`config.mk`:
```
export PLATFORM = sky130hd
export DESIGN_NAME = format_sector_id_interleave_flat
export DESIGN_NICKNAME = d
export VERILOG_FILES = /design/src/rtl/fsi_pkg.sv /design/src/rtl/fsi_in_if.sv /design/src/rtl/fsi_out_if.sv /design/src/rtl/fsi_seq.sv /design/src/rtl/fsi_calc.sv /design/src/rtl/format_sector_id_interleave.sv /design/src/flat_wrapper.sv
export VERILOG_INCLUDE_DIRS = /design/src /design/src/rtl
export SDC_FILE = /design/constraint.sdc
export NUM_CORES = 1
export LEC_CHECK = 0
export ABC_AREA = 1
export BUFFER_PORTS_ARGS = -buffer_cell sky130_fd_sc_hd__buf_2
export CORE_MARGIN = 2
export CORE_UTILIZATION = 30
export CTS_CLUSTER_SIZE = 12
export DETAILED_ROUTE_END_ITERATION = 7
export SETUP_SLACK_MARGIN = 0.1
export SLEW_MARGIN = 15
export SYNTH_ARGS = -nofsm -noshare
export SYNTH_HDL_FRONTEND = slang
export SYNTH_SLANG_ARGS = --single-unit
```
`constraint.sdc`:
```
create_clock -name clk -period 5.7 [get_ports clk]
set_input_delay 0.57 -clock clk [delete_from_list [all_inputs] [get_ports clk]]
set_output_delay 0.57 -clock clk [all_outputs]
set_load 0.02 [all_outputs]
```
`src/rtl/format_sector_id_interleave_defines.svh`:
```
// Assertion macros for the sector ID interleave block.
// Included by files that carry concurrent assertions; no other dependencies.
`ifndef FORMAT_SECTOR_ID_INTERLEAVE_DEFINES_SVH
`define FORMAT_SECTOR_ID_INTERLEAVE_DEFINES_SVH
`ifndef SYNTHESIS
// Same-cycle implication, checked out of reset.
`define FSI_ASSERT_NOW(lbl, clk_s, rstn_s, ante, cons) \
  lbl: assert property (@(posedge clk_s) disable iff (!rstn_s) (ante) |-> (cons)) \
    else $error("fsi assertion failed");
// Next-cycle implication, checked out of reset.
`define FSI_ASSERT_NEXT(lbl, clk_s, rstn_s, ante, cons) \
  lbl: assert property (@(posedge clk_s) disable iff (!rstn_s) (ante) |=> (cons)) \
    else $error("fsi assertion failed");
`else
`define FSI_ASSERT_NOW(lbl, clk_s, rstn_s, ante, cons)
`define FSI_ASSERT_NEXT(lbl, clk_s, rstn_s, ante, cons)
`endif
`endif

```
`src/rtl/fsi_pkg.sv`:
```
// Shared types and constants for the sector ID interleave block.
// No dependencies; compiled before all other sources.
package fsi_pkg;

  localparam logic [5:0] SPT_A         = 6'd18;
  localparam logic [5:0] SPT_B         = 6'd21;
  localparam logic [1:0] SIZE_CODE_512 = 2'd2;
  localparam logic [1:0] SIZE_CODE_NONE = 2'd0;
  localparam logic [6:0] HEAD_SKEW     = 7'd2;

  // Current slot handed from the sequencer to the ID calculation.
  typedef struct packed {
    logic [7:0] track;
    logic       head;
    logic [5:0] slot;
    logic       rejected;
    logic       last;
  } slot_t;

  // One sector ID record.
  typedef struct packed {
    logic [7:0] id_track;
    logic       id_head;
    logic [5:0] sector_id;
    logic [1:0] size_code;
    logic       rejected;
    logic       last;
  } rec_t;

  // Sequencer status seen by the output stage.
  typedef struct packed {
    logic busy;
    logic advance;
    logic accept;
  } seq_stat_t;

endpackage

```
`src/rtl/fsi_in_if.sv`:
```
// Input channel of the sector ID interleave block: one (track, head) item.
// No dependencies.
interface fsi_in_if;
  logic       valid;
  logic       ready;
  logic [7:0] track;
  logic       head;

  modport source (output valid, track, head, input ready);
  modport sink   (input valid, track, head, output ready);
endinterface

```
`src/rtl/fsi_out_if.sv`:
```
// Result channel of the sector ID interleave block: the ID records of each item.
// No dependencies.
interface fsi_out_if;
  logic       valid;
  logic       ready;
  logic [7:0] id_track;
  logic       id_head;
  logic [5:0] sector_id;
  logic [1:0] size_code;
  logic       rejected;
  logic       last;

  modport source (output valid, id_track, id_head, sector_id, size_code, rejected, last,
                  input ready);
  modport sink   (input valid, id_track, id_head, sector_id, size_code, rejected, last,
                  output ready);
endinterface

```
`src/rtl/fsi_seq.sv`:
```
// Slot sequencer: holds the accepted (track, head) item and steps the slot count.
// Depends on fsi_pkg.
module fsi_seq (
  input  logic              clk,
  input  logic              rst_n,
  input  logic              in_valid,
  output logic              in_ready,
  input  logic [7:0]        in_track,
  input  logic              in_head,
  input  logic [5:0]        spt,
  input  logic              out_free,
  output fsi_pkg::slot_t    slot,
  output fsi_pkg::seq_stat_t stat
);
  import fsi_pkg::*;

  logic       busy_r, busy_nxt;
  logic [5:0] slot_r, slot_nxt;
  logic [7:0] track_r;
  logic       head_r;
  logic       rej_r;
  logic       advance;
  logic       last_slot;
  logic       accept;

  assign advance   = busy_r && out_free;
  assign last_slot = rej_r || (slot_r == spt - 6'd1);
  // A new item is taken when idle, or as the final record of the previous one moves out.
  assign in_ready  = !busy_r || (advance && last_slot);
  assign accept    = in_valid && in_ready;

  always_comb begin
    busy_nxt = busy_r;
    slot_nxt = slot_r;
    if (accept) begin
      busy_nxt = 1'b1;
      slot_nxt = 6'd0;
    end else if (advance && last_slot) begin
      busy_nxt = 1'b0;
    end else if (advance) begin
      slot_nxt = slot_r + 6'd1;
    end
  end

  always_ff @(posedge clk) begin
    if (!rst_n) begin
      busy_r <= 1'b0;
      slot_r <= 6'd0;
    end else begin
      busy_r <= busy_nxt;
      slot_r <= slot_nxt;
    end
  end

  always_ff @(posedge clk) begin
    if (accept) begin
      track_r <= in_track;
      head_r  <= in_head;
      rej_r   <= !((spt == SPT_A) || (spt == SPT_B));
    end
  end

  assign slot.track    = track_r;
  assign slot.head     = head_r;
  assign slot.slot     = slot_r;
  assign slot.rejected = rej_r;
  assign slot.last     = last_slot;

  assign stat.busy    = busy_r;
  assign stat.advance = advance;
  assign stat.accept  = accept;

endmodule

```
`src/rtl/fsi_calc.sv`:
```
// Sector ID calculation: 1:2 interleave, head skew and track skew for one slot.
// Depends on fsi_pkg.
module fsi_calc (
  input  fsi_pkg::slot_t slot,
  input  logic [5:0]     spt,
  output fsi_pkg::rec_t  rec
);
  import fsi_pkg::*;

  logic [6:0] spt_w;
  logic [6:0] half_up;
  logic [6:0] half_down;
  logic [6:0] base_id;
  logic [6:0] head_id;
  logic [6:0] trk_id;

  always_comb begin
    spt_w     = {1'b0, spt};
    half_up   = (spt_w + 7'd1) >> 1;
    half_down = spt_w >> 1;
    base_id   = {2'b00, slot.slot[5:1]} + 7'd1;
    if (slot.slot[0]) begin
      base_id = base_id + half_up;
    end
    // Each skew wraps around by one track length when it would drop below one.
    head_id = base_id;
    if (slot.head) begin
      if (base_id <= HEAD_SKEW) begin
        head_id = base_id + spt_w - HEAD_SKEW;
      end else begin
        head_id = base_id - HEAD_SKEW;
      end
    end
    trk_id = head_id;
    if (slot.track[0]) begin
      if (head_id <= half_down) begin
        trk_id = head_id + spt_w - half_down;
      end else begin
        trk_id = head_id - half_down;
      end
    end

    rec.id_track = slot.track;
    rec.id_head  = slot.head;
    rec.rejected = slot.rejected;
    rec.last     = slot.last;
    if (slot.rejected) begin
      rec.sector_id = 6'd0;
      rec.size_code = SIZE_CODE_NONE;
    end else begin
      rec.sector_id = trk_id[5:0];
      rec.size_code = SIZE_CODE_512;
    end
  end

endmodule

```
`src/rtl/format_sector_id_interleave.sv`:
```
// Top level of the sector ID interleave block: config register, sequencer,
// ID calculation and result register. Depends on fsi_pkg, fsi_in_if, fsi_out_if,
// fsi_seq, fsi_calc and format_sector_id_interleave_defines.svh.
//
//   channel   direction  handshake        payload
//   in_ch     sink       valid / ready    track[7:0], head
//   out_ch    source     valid / ready    id_track, id_head, sector_id, size_code,
//                                         rejected, last
//   cfg       write      cfg_we           cfg_wdata[5:0] = sectors_per_track
//
// An item yields sectors_per_track records (18 or 21), one per cycle, or a
// single rejected record for any other geometry. The item is held in the
// sequencer's input register, and its first record then passes through the
// result register before it is offered. The next item is accepted in the cycle
// its predecessor's final record is loaded into the result register, so items
// stream without gaps. A stall on the result channel freezes the slot counter.
// Reset is synchronous, active low, and sets sectors_per_track to 18.
`include "format_sector_id_interleave_defines.svh"
module format_sector_id_interleave (
  input  logic       clk,
  input  logic       rst_n,
  fsi_in_if.sink     in_ch,
  fsi_out_if.source  out_ch,
  input  logic       cfg_we,
  input  logic [5:0] cfg_wdata
);
  import fsi_pkg::*;

  logic [5:0] spt_r;
  logic       out_valid_r;
  rec_t       out_rec_r;
  logic       out_free;
  slot_t      slot;
  seq_stat_t  stat;
  rec_t       rec;

  always_ff @(posedge clk) begin
    if (!rst_n) begin
      spt_r <= SPT_A;
    end else if (cfg_we) begin
      spt_r <= cfg_wdata;
    end
  end

  assign out_free = !out_valid_r || out_ch.ready;

  fsi_seq u_seq (
    .clk      (clk),
    .rst_n    (rst_n),
    .in_valid (in_ch.valid),
    .in_ready (in_ch.ready),
    .in_track (in_ch.track),
    .in_head  (in_ch.head),
    .spt      (spt_r),
    .out_free (out_free),
    .slot     (slot),
    .stat     (stat)
  );

  fsi_calc u_calc (
    .slot (slot),
    .spt  (spt_r),
    .rec  (rec)
  );

  always_ff @(posedge clk) begin
    if (!rst_n) begin
      out_valid_r <= 1'b0;
    end else if (stat.advance) begin
      out_valid_r <= 1'b1;
    end else if (out_ch.ready) begin
      out_valid_r <= 1'b0;
    end
  end

  always_ff @(posedge clk) begin
    if (stat.advance) begin
      out_rec_r <= rec;
    end
  end

  assign out_ch.valid     = out_valid_r;
  assign out_ch.id_track  = out_rec_r.id_track;
  assign out_ch.id_head   = out_rec_r.id_head;
  assign out_ch.sector_id = out_rec_r.sector_id;
  assign out_ch.size_code = out_rec_r.size_code;
  assign out_ch.rejected  = out_rec_r.rejected;
  assign out_ch.last      = out_rec_r.last;

  // Taking an item while one is in flight only happens on its final record.
  `FSI_ASSERT_NOW(a_handoff_on_last, clk, rst_n, stat.accept && stat.busy, stat.advance && slot.last)
  `FSI_ASSERT_NEXT(a_accept_busy, clk, rst_n, stat.accept, stat.busy && (slot.slot == 6'd0))
  `FSI_ASSERT_NOW(a_reject_single, clk, rst_n, out_valid_r && out_rec_r.rejected, out_rec_r.last)
  `FSI_ASSERT_NOW(a_id_range, clk, rst_n, out_valid_r && !out_rec_r.rejected, (out_rec_r.sector_id != 6'd0) && (out_rec_r.sector_id <= spt_r))

endmodule
```
`src/flat_wrapper.sv`:
```
// flat-port wrapper written by rule: the top's interface ports become plain ports
module format_sector_id_interleave_flat import fsi_pkg::*;
  (clk, rst_n, cfg_we, cfg_wdata, in_ch_valid, in_ch_track, in_ch_head, in_ch_ready, out_ch_valid, out_ch_id_track, out_ch_id_head, out_ch_sector_id, out_ch_size_code, out_ch_rejected, out_ch_last, out_ch_ready);
  fsi_in_if in_ch_i ();
  fsi_out_if out_ch_i ();
  input  logic clk;
  input  logic rst_n;
  input  logic cfg_we;
  input  logic [5:0] cfg_wdata;
  input wire logic [$bits(in_ch_i.valid)-1:0] in_ch_valid;
  input wire logic [$bits(in_ch_i.track)-1:0] in_ch_track;
  input wire logic [$bits(in_ch_i.head)-1:0] in_ch_head;
  output wire logic [$bits(in_ch_i.ready)-1:0] in_ch_ready;
  output wire logic [$bits(out_ch_i.valid)-1:0] out_ch_valid;
  output wire logic [$bits(out_ch_i.id_track)-1:0] out_ch_id_track;
  output wire logic [$bits(out_ch_i.id_head)-1:0] out_ch_id_head;
  output wire logic [$bits(out_ch_i.sector_id)-1:0] out_ch_sector_id;
  output wire logic [$bits(out_ch_i.size_code)-1:0] out_ch_size_code;
  output wire logic [$bits(out_ch_i.rejected)-1:0] out_ch_rejected;
  output wire logic [$bits(out_ch_i.last)-1:0] out_ch_last;
  input wire logic [$bits(out_ch_i.ready)-1:0] out_ch_ready;
  assign in_ch_i.valid = in_ch_valid;
  assign in_ch_i.track = in_ch_track;
  assign in_ch_i.head = in_ch_head;
  assign in_ch_ready = in_ch_i.ready;
  assign out_ch_valid = out_ch_i.valid;
  assign out_ch_id_track = out_ch_i.id_track;
  assign out_ch_id_head = out_ch_i.id_head;
  assign out_ch_sector_id = out_ch_i.sector_id;
  assign out_ch_size_code = out_ch_i.size_code;
  assign out_ch_rejected = out_ch_i.rejected;
  assign out_ch_last = out_ch_i.last;
  assign out_ch_i.ready = out_ch_ready;
  format_sector_id_interleave u_core (.clk(clk), .rst_n(rst_n), .in_ch(in_ch_i), .out_ch(out_ch_i), .cfg_we(cfg_we), .cfg_wdata(cfg_wdata));
endmodule
```
==> run summary, run 1 <==
Outcome -> finished, final reports clean
Flop2flop setup slack -> 0.46 ns
Slew margin rel. -> 43.2%
Reg2reg end -> u_core.out_ch.sector_id[5]
Die height -> 113 microns
Tcrit/Tclk final -> 92.0%
Cell row count -> 39
Final worst slack -> 0.458 ns
FMAX -> 191 MHz
Worst hold start -> u_core.u_seq.track_r[1]
Reg2reg start -> u_core.spt_r[0]
Crit path DAT -> 5.28 ns
Mapped Nets -> 504
Worst Path Class, Setup -> register to register
Share of cells above drive strength 1 -> 24.4%
Slew Viols, Final -> 0
# fillers -> 1176
Clock-pin slew on the worst setup and hold paths -> 0.06 ns
Post-CTS Hold Buffers -> 0
Hold Path Class -> register to register
DR pass1 iterations -> 4
Register area share after synthesis -> 31.5%
CTS tree -> built
Synth cell count leaders -> nand2_1, inv_1, ha_1
Crit path time final -> 5.24 ns
Final setup fails -> 0
FF/Latch Area -> 1130 sq um
Vias per cell -> 4.65
Worst Setup Start Kind -> register
Adder-cell share of the synthesized area -> 16.8%
Max-Cap Viols -> 0
Initial antenna violation count -> 0
Hold Crit Endpoint -> u_core.out_ch.id_track[1]
Worst-path maximum fanout -> 7
WP data required -> 5.74 ns
TritonCTS Buffers -> 5
Yosys warning count -> 0
Cells after Synth -> 441
Vias -> 2935
Die width -> 113 microns
Unique masters post-synth -> 43
Max H-tree Level -> 2
Initial core utilization -> 31.0%
1st-iter DRT viols -> 122
LEAKAGE -> 1.93 nW
Yosys top cell by area -> edfxtp_1
Area delta synth->final -> 16.5%
Antenna diodes -> 0
Total grt overflow -> 0
Worst-Margin Slew -> 0.849 ns
Mux cell area share after synthesis -> 0.282%
Worst skew pair latency -> 0.28 ns
TNS Setup -> 0 ns
Core Area -> 11500 sq um
Simple-gate portion of the synthesized area -> 26.6%
Hold depth -> 0
Synth Area in XOR/XNOR -> 4.44%
Clk sinks -> 42
DPL Wire Length -> 6670 microns
Final wirelength -> 8060 microns
Die area -> 12700 sq um
Yosys top cell area share -> 23.7%
GP Congestion -> 0.883
Asr flop ratio synth -> 0%
WL per Instance -> 12.8 microns
Post-Place Setup Slack -> 0.195 ns
Multi-input logic area -> 2150 sq um
Root Buffer -> clkbuf_16
Antenna viol nets, final -> 0
I/O Pins -> 41
Synth area leaders -> edfxtp_1, ha_1, nand2_1
Power density over cell area -> 233 nW/um^2
Most numerous cell in the Yosys netlist -> nand2_1
Number of global-route vias before repair -> 2935
Largest family of logic cells by synthesized area -> simple AND/OR/NAND/NOR gates
Global-route wire length before repair -> 13800 microns
Syn Std Cell Area -> 3550 sq um
Largest net degree at the start of global routing -> 19
RSZ-0062 raised after global routing -> no
Nets -> 550
Total Routing Usage GR -> 13.2%
EDFF count, synth -> 28
VDD IR max -> 0.225 mV
Yosys reg bits -> 42
Prevailing post-synth register cell -> edfxtp_1
Worst setup EP type -> register
CTS max path bufs -> 2
Final hold viol count -> 0
Post-synthesis compound-gate area fraction -> 11.1%
IO buf count -> 39
R2r worst-path depth -> 27
Layout Skew -> 0.00546 ns
Residual DRC -> 0
Syn avg cell area -> 8.06 sq um
==> per-stage QoR <==
step / power (mW) / hold slack [ns] / area [sq um] / std cells / util, %
final: 0.965 / 0.417 / 4140 / 631 / 36.1
after global routing: 1.04 / 0.425 / 4140 / 631 / 36.1
after CTS: 0.965 / 0.420 / 4080 / 630 / 35.5
after detailed placement: 0.680 / 0.405 / 3930 / 622 / 34.2
after global placement: 0.674 / 0.401 / 3930 / 622 / 34.2
after floorplan: 0.605 / 0.400 / 3550 / 441 / -
==> registers in the layout, summed over array words and instances, names as in the netlist <==
name                     cells
u_core.u_seq.head_r          1
u_core.u_seq.busy_r          1
u_core.out_ch.id_head        1
u_core.out_ch.rejected       1
u_core.u_seq.track_r         8
u_core.out_ch.size_code      1
u_core.u_seq.slot_r          6
u_core.u_seq.rej_r           1
u_core.out_ch.sector_id      6
u_core.spt_r                 6
u_core.out_ch.valid          1
u_core.out_ch.id_track       8
u_core.out_ch.last           1
==> power by group <==
| part | switching, mW | internal [mW] | total [mW] |
|---|---|---|---|
| logic | 0.195 | 0.132 | 0.327 |
| registers | 0.0121 | 0.346 | 0.358 |
| clock network | 0.116 | 0.164 | 0.281 |
| total | 0.323 | 0.642 | 0.965 |
==> worst max-delay path, stage by stage, from the launching register on <==
cell and delay [ns]:
dfxtp_4 0.37, inv_2 0.14, ha_4 0.23, ha_1 0.21, fa_2 0.53, mux2i_1 0.09, ha_1 0.31, inv_1 0.04
ha_1 0.21, fa_1 0.46, a21oi_2 0.14, o21ai_0 0.09, nand2_1 0.09, inv_1 0.07, fa_1 0.55, ha_4 0.23
a21oi_1 0.15, inv_1 0.06, a31oi_1 0.18, or2_2 0.15, nand2_1 0.05, a21oi_1 0.14, xor2_1 0.16, nand3_1 0.11
nand2_1 0.07, nor2_1 0.04, nor2_1 0.08, nor2_1 0.05
==> what timing repair did <==
item,CTS,global route
resized for setup,0,16
setup endpoints to repair,0,6
setup buffers,0,1
==> cell families (layout without fill, tap and decap cells) <==
logic type / Yosys count / after routing
AND/OR/NAND/NOR: 187 / 187
buffers and inverters: 80 / 127
AO/OA/AOI/OAI: 69 / 69
adder cells (fa/ha/maj): 43 / 43
flip-flops: 42 / 42
XOR/XNOR: 18 / 18
other: 1 / 1
multiplexers: 1 / 1
==> layout make-up <==
class	count	share of cell area, %
Tap cell	143	4.32
Clock buffer	5	3.02
Clock inverter	3	0.604
Sequential cell	42	27.3
Inverter	73	6.71
Timing Repair Buffer	46	6.07
Multi-Input combinational cell	319	52.0
==> layer usage <==
layer | routed length [microns] | up-vias | track usage (%) | share of wire, %
met5 | 0 | - | 0 | 0
met4 | 55 | 0 | 1.71 | 0.68
met3 | 403 | 6 | 2.52 | 5.0
met2 | 3850 | 53 | 22.4 | 48
met1 | 3750 | 1336 | 18.0 | 47
li1 | - | 1540 | - | -
==> layout by cell type, fill, tap and decap left out, types with 6 or more instances in the layout <==
cell type | synthesis | routed
xnor2_1 | 9 | 9
dfxtp_1 | 14 | 9
nand3_2 | 8 | 8
inv_2 | 8 | 9
nand2_2 | 14 | 14
nand3_1 | 26 | 26
ha_1 | 35 | 32
nand4_1 | 8 | 8
xor2_1 | 9 | 9
a21oi_1 | 29 | 27
buf_2 | 2 | 39
inv_1 | 60 | 59
nand2_1 | 87 | 87
fa_1 | 8 | 7
edfxtp_1 | 28 | 28
o21ai_0 | 21 | 21
buf_4 | 5 | 6
nor2_1 | 23 | 22
==> how the worst max path moves through the flow <==
stage	end	slack, ns	cells after the start	from
5_1_grt	u_core.out_ch.sector_id[5]	0.08	29	u_core.spt_r[0]
2_1_floorplan	u_core.out_ch.sector_id[5]	0.44	27	u_core.spt_r[1]
3_3_place_gp	u_core.out_ch.sector_id[5]	0.34	29	u_core.spt_r[0]
4_1_cts	u_core.out_ch.sector_id[5]	0.19	29	u_core.spt_r[0]
3_5_place_dp	u_core.out_ch.sector_id[5]	0.20	29	u_core.spt_r[0]
6_report	u_core.out_ch.sector_id[5]	0.46	27	u_core.spt_r[0]
No activity file was read; power rests on OpenSTA's default activity.
==> run 2, diff against run 1 <==
--- a/config.mk
+++ b/config.mk
@@ -6,14 +6,15 @@
 export SDC_FILE = /design/constraint.sdc
 export NUM_CORES = 1
 export LEC_CHECK = 0
-export ABC_AREA = 1
 export BUFFER_PORTS_ARGS = -buffer_cell sky130_fd_sc_hd__buf_2
 export CORE_MARGIN = 2
 export CORE_UTILIZATION = 30
 export CTS_CLUSTER_SIZE = 12
 export DETAILED_ROUTE_END_ITERATION = 7
+export REMOVE_ABC_BUFFERS = 1
 export SETUP_SLACK_MARGIN = 0.1
 export SLEW_MARGIN = 15
 export SYNTH_ARGS = -nofsm -noshare
 export SYNTH_HDL_FRONTEND = slang
+export SYNTH_HIERARCHICAL = 1
 export SYNTH_SLANG_ARGS = --single-unit
==> run summary, run 2 <==
Cell row count -> 41 (+5.1%)
CTS tree -> built
Cells after Synth -> 386 (-12%)
Tcrit/Tclk final -> 93.0% (+1.0 points)
Final hold viol count -> 0 (unchanged)
Post-Place Setup Slack -> -0.00660 ns (-0.202 ns)
Commonest cells after routing, fill and taps aside -> inv_1, buf_2, ha_1, edfxtp_1, xnor2_1
Final core occ -> 35.7% (-0.42 points)
WL per Instance -> 14.3 microns (+12%)
Residual DRC -> 0 (unchanged)
DR top layer -> met4
Worst skew pair latency -> 0.29 ns (about the same)
Worst Setup Start Kind -> register
Flop2flop setup slack -> 0.40 ns (-0.06 ns)
I/O Pins -> 41 (unchanged)
Clock Power Share -> 32.1% (+3.0 points)
DPL Wire Length -> 6620 microns (-0.86%)
1st-iter DRT viols -> 164 (+34%)
Worst setup EP type -> register
FF/Latch Area -> 1150 sq um (+2.1%)
Outcome -> finished, final reports clean
Commonest non-fill, non-tap cell in the layout -> inv_1
Metal-1 WL -> 4030 microns (+7.4%)
Initial core utilization -> 30.4% (-0.58 points)
FMAX -> 189 MHz (-1.1%)
Dpl cell area -> 4140 sq um (+5.3%)
Syn Std Cell Area -> 3790 sq um (+6.7%)
Root Buffer -> clkbuf_16
Final wirelength -> 8550 microns (+6.2%)
Global-route wire length before repair -> 13500 microns (-2.0%)
Total grt overflow -> 0 (unchanged)
Antenna diodes -> 0 (unchanged)
Slew margin rel. -> 42.7% (-0.54 points)
Power share of the combinational group -> 32.4% (-1.5 points)
CTS max path bufs -> 2 (unchanged)
Final setup fails -> 0 (unchanged)
Internal power -> 0.709 mW (+10%)
Design area -> 4450 sq um (+7.4%)
WP data required -> 5.82 ns (+0.08 ns)
Max H-tree Level -> 2 (unchanged)
Antenna viol nets, final -> 0 (unchanged)
Die area -> 13600 sq um (+6.5%)
GP Congestion -> 0.922 (+4.4%)
Worst Path Class, Setup -> register to register
Area delta synth->final -> 17.3%
Sw power -> 0.329 mW (+1.8%)
Max-Cap Viols -> 0 (unchanged)
RSZ-0062 raised after global routing -> no
Worst-Margin Slew -> 0.857 ns (+0.00807 ns)
Number of global-route vias before repair -> 2794 (-4.8%)
TNS Setup -> 0 ns (unchanged)
Setup crit start -> u_core/spt_r[2]
Vias -> 2836 (-3.4%)
Slew Viols, Final -> 0 (unchanged)
Initial antenna violation count -> 0 (unchanged)
Layout Skew -> 0.00827 ns (+0.00281 ns)
Final worst slack -> 0.401 ns (-0.0574 ns)
Hold Path Class -> register to register
Yosys warning count -> 6 (+6)
DR pass1 iterations -> 4 (unchanged)
Share of cells above drive strength 1 -> 27.0% (+2.6 points)
Worst-path maximum fanout -> 4 (-3)
Worst hold start -> u_core/u_seq/track_r[1]
Die height -> 116 microns (+3.2%)
WL met2 -> 4020 microns (+4.6%)
VDD IR max -> 0.125 mV (-44%)
Largest net degree at the start of global routing -> 21 (+2)
Syn avg cell area -> 9.82 sq um (+22%)
Clock-pin slew on the worst setup and hold paths -> 0.07 ns (about the same)
Die width -> 116 microns (+3.2%)
Overall Power -> 1.04 mW (+7.5%)
Clk sinks -> 43 (+2.4%)
Crit path time final -> 5.30 ns (+0.0574 ns)
Power density over cell area -> 233 nW/um^2 (about the same)
IO buf count -> 40 (+2.6%)
Reg2reg start -> u_core/spt_r[2]
Sequential Power Share -> 35.5% (-1.5 points)
Multi-input logic area -> 2410 sq um (+12%)
Net Sw Frac -> 31.7% (-1.8 points)
Vias per cell -> 4.74 (+2.0%)
LEAKAGE -> 1.92 nW (-0.61%)
# fillers -> 1225 (+4.2%)
Met3 wire len -> 340 microns (-16%)
Nets -> 490 (-11%)
TritonCTS Buffers -> 5 (unchanged)
Total Routing Usage GR -> 12.6% (-0.62 points)
Crit path DAT -> 5.42 ns (+0.14 ns)
Core Area -> 12500 sq um (+8.7%)
[run 2: critical path: stages, from the launching register on]
cell and delay (ns):
dfxtp_1 0.37, buf_4 0.18, ha_1 0.20, and2_2 0.23
xnor2_1 0.17, ha_1 0.29, a21oi_1 0.23, a21bo_2 0.31
xnor2_1 0.13, nand2_1 0.06, o21ai_0 0.14, ha_1 0.32
inv_1 0.04, ha_1 0.32, xor2_1 0.17, mux2i_1 0.13
a21o_1 0.25, fa_1 0.45, ha_1 0.35, a21oi_2 0.17
xnor2_1 0.15, and3_1 0.17, mux2i_1 0.07, a221oi_2 0.21
[run 2: path summary, 6_finish.rpt]
path,cells past startpoint,to
setup / recovery,23,u_core/out_ch.sector_id[5]
hold / removal,0,u_core/out_ch.id_track[1]
setup reg to reg,23,u_core/out_ch.sector_id[5]
hold reg to reg,0,u_core/out_ch.id_track[1]
[run 2: cell type report]
type / count / area share (%)
tap: 172 / 4.84
clock buffer: 5 / 2.81
multi-input combinational: 275 / 54.2
sequential: 43 / 25.9
timing repair buffer: 57 / 7.54
inverter: 43 / 3.63
clock inverter: 3 / 1.04
[run 2: what timing repair did]
item	CTS	global route
pin swaps	0	6
buffers inserted	0	1
gates resized for setup	1	27
setup endpoints to repair	3	6
endpoints found under the hold margin	0	0
hold buffers	0	0
[run 2: through the flow]
step | hold slack [ns] | instances
after detailed placement | 0.408 | 589
after global placement | 0.402 | 589
final | 0.422 | 598
after CTS | 0.424 | 597
after floorplan | 0.400 | 361
after global routing | 0.439 | 598
[run 2: layer usage]
metal | GRT usage [%] | up-vias
li1 | - | 1423
met1 | 16.9 | 1338
met2 | 20.5 | 63
met3 | 2.34 | 12
met4 | 3.89 | 0
met5 | 0 | -
[run 2: power groups by stage]
stage          combinational, mW  sequential (mW)  clock [mW]
2_1_floorplan              0.219            0.389           0
3_3_place_gp               0.313            0.375           0
3_5_place_dp               0.318            0.375           0
4_1_cts                    0.320            0.369       0.342
5_1_grt                    0.374            0.371       0.353
6_report                   0.336            0.369       0.333
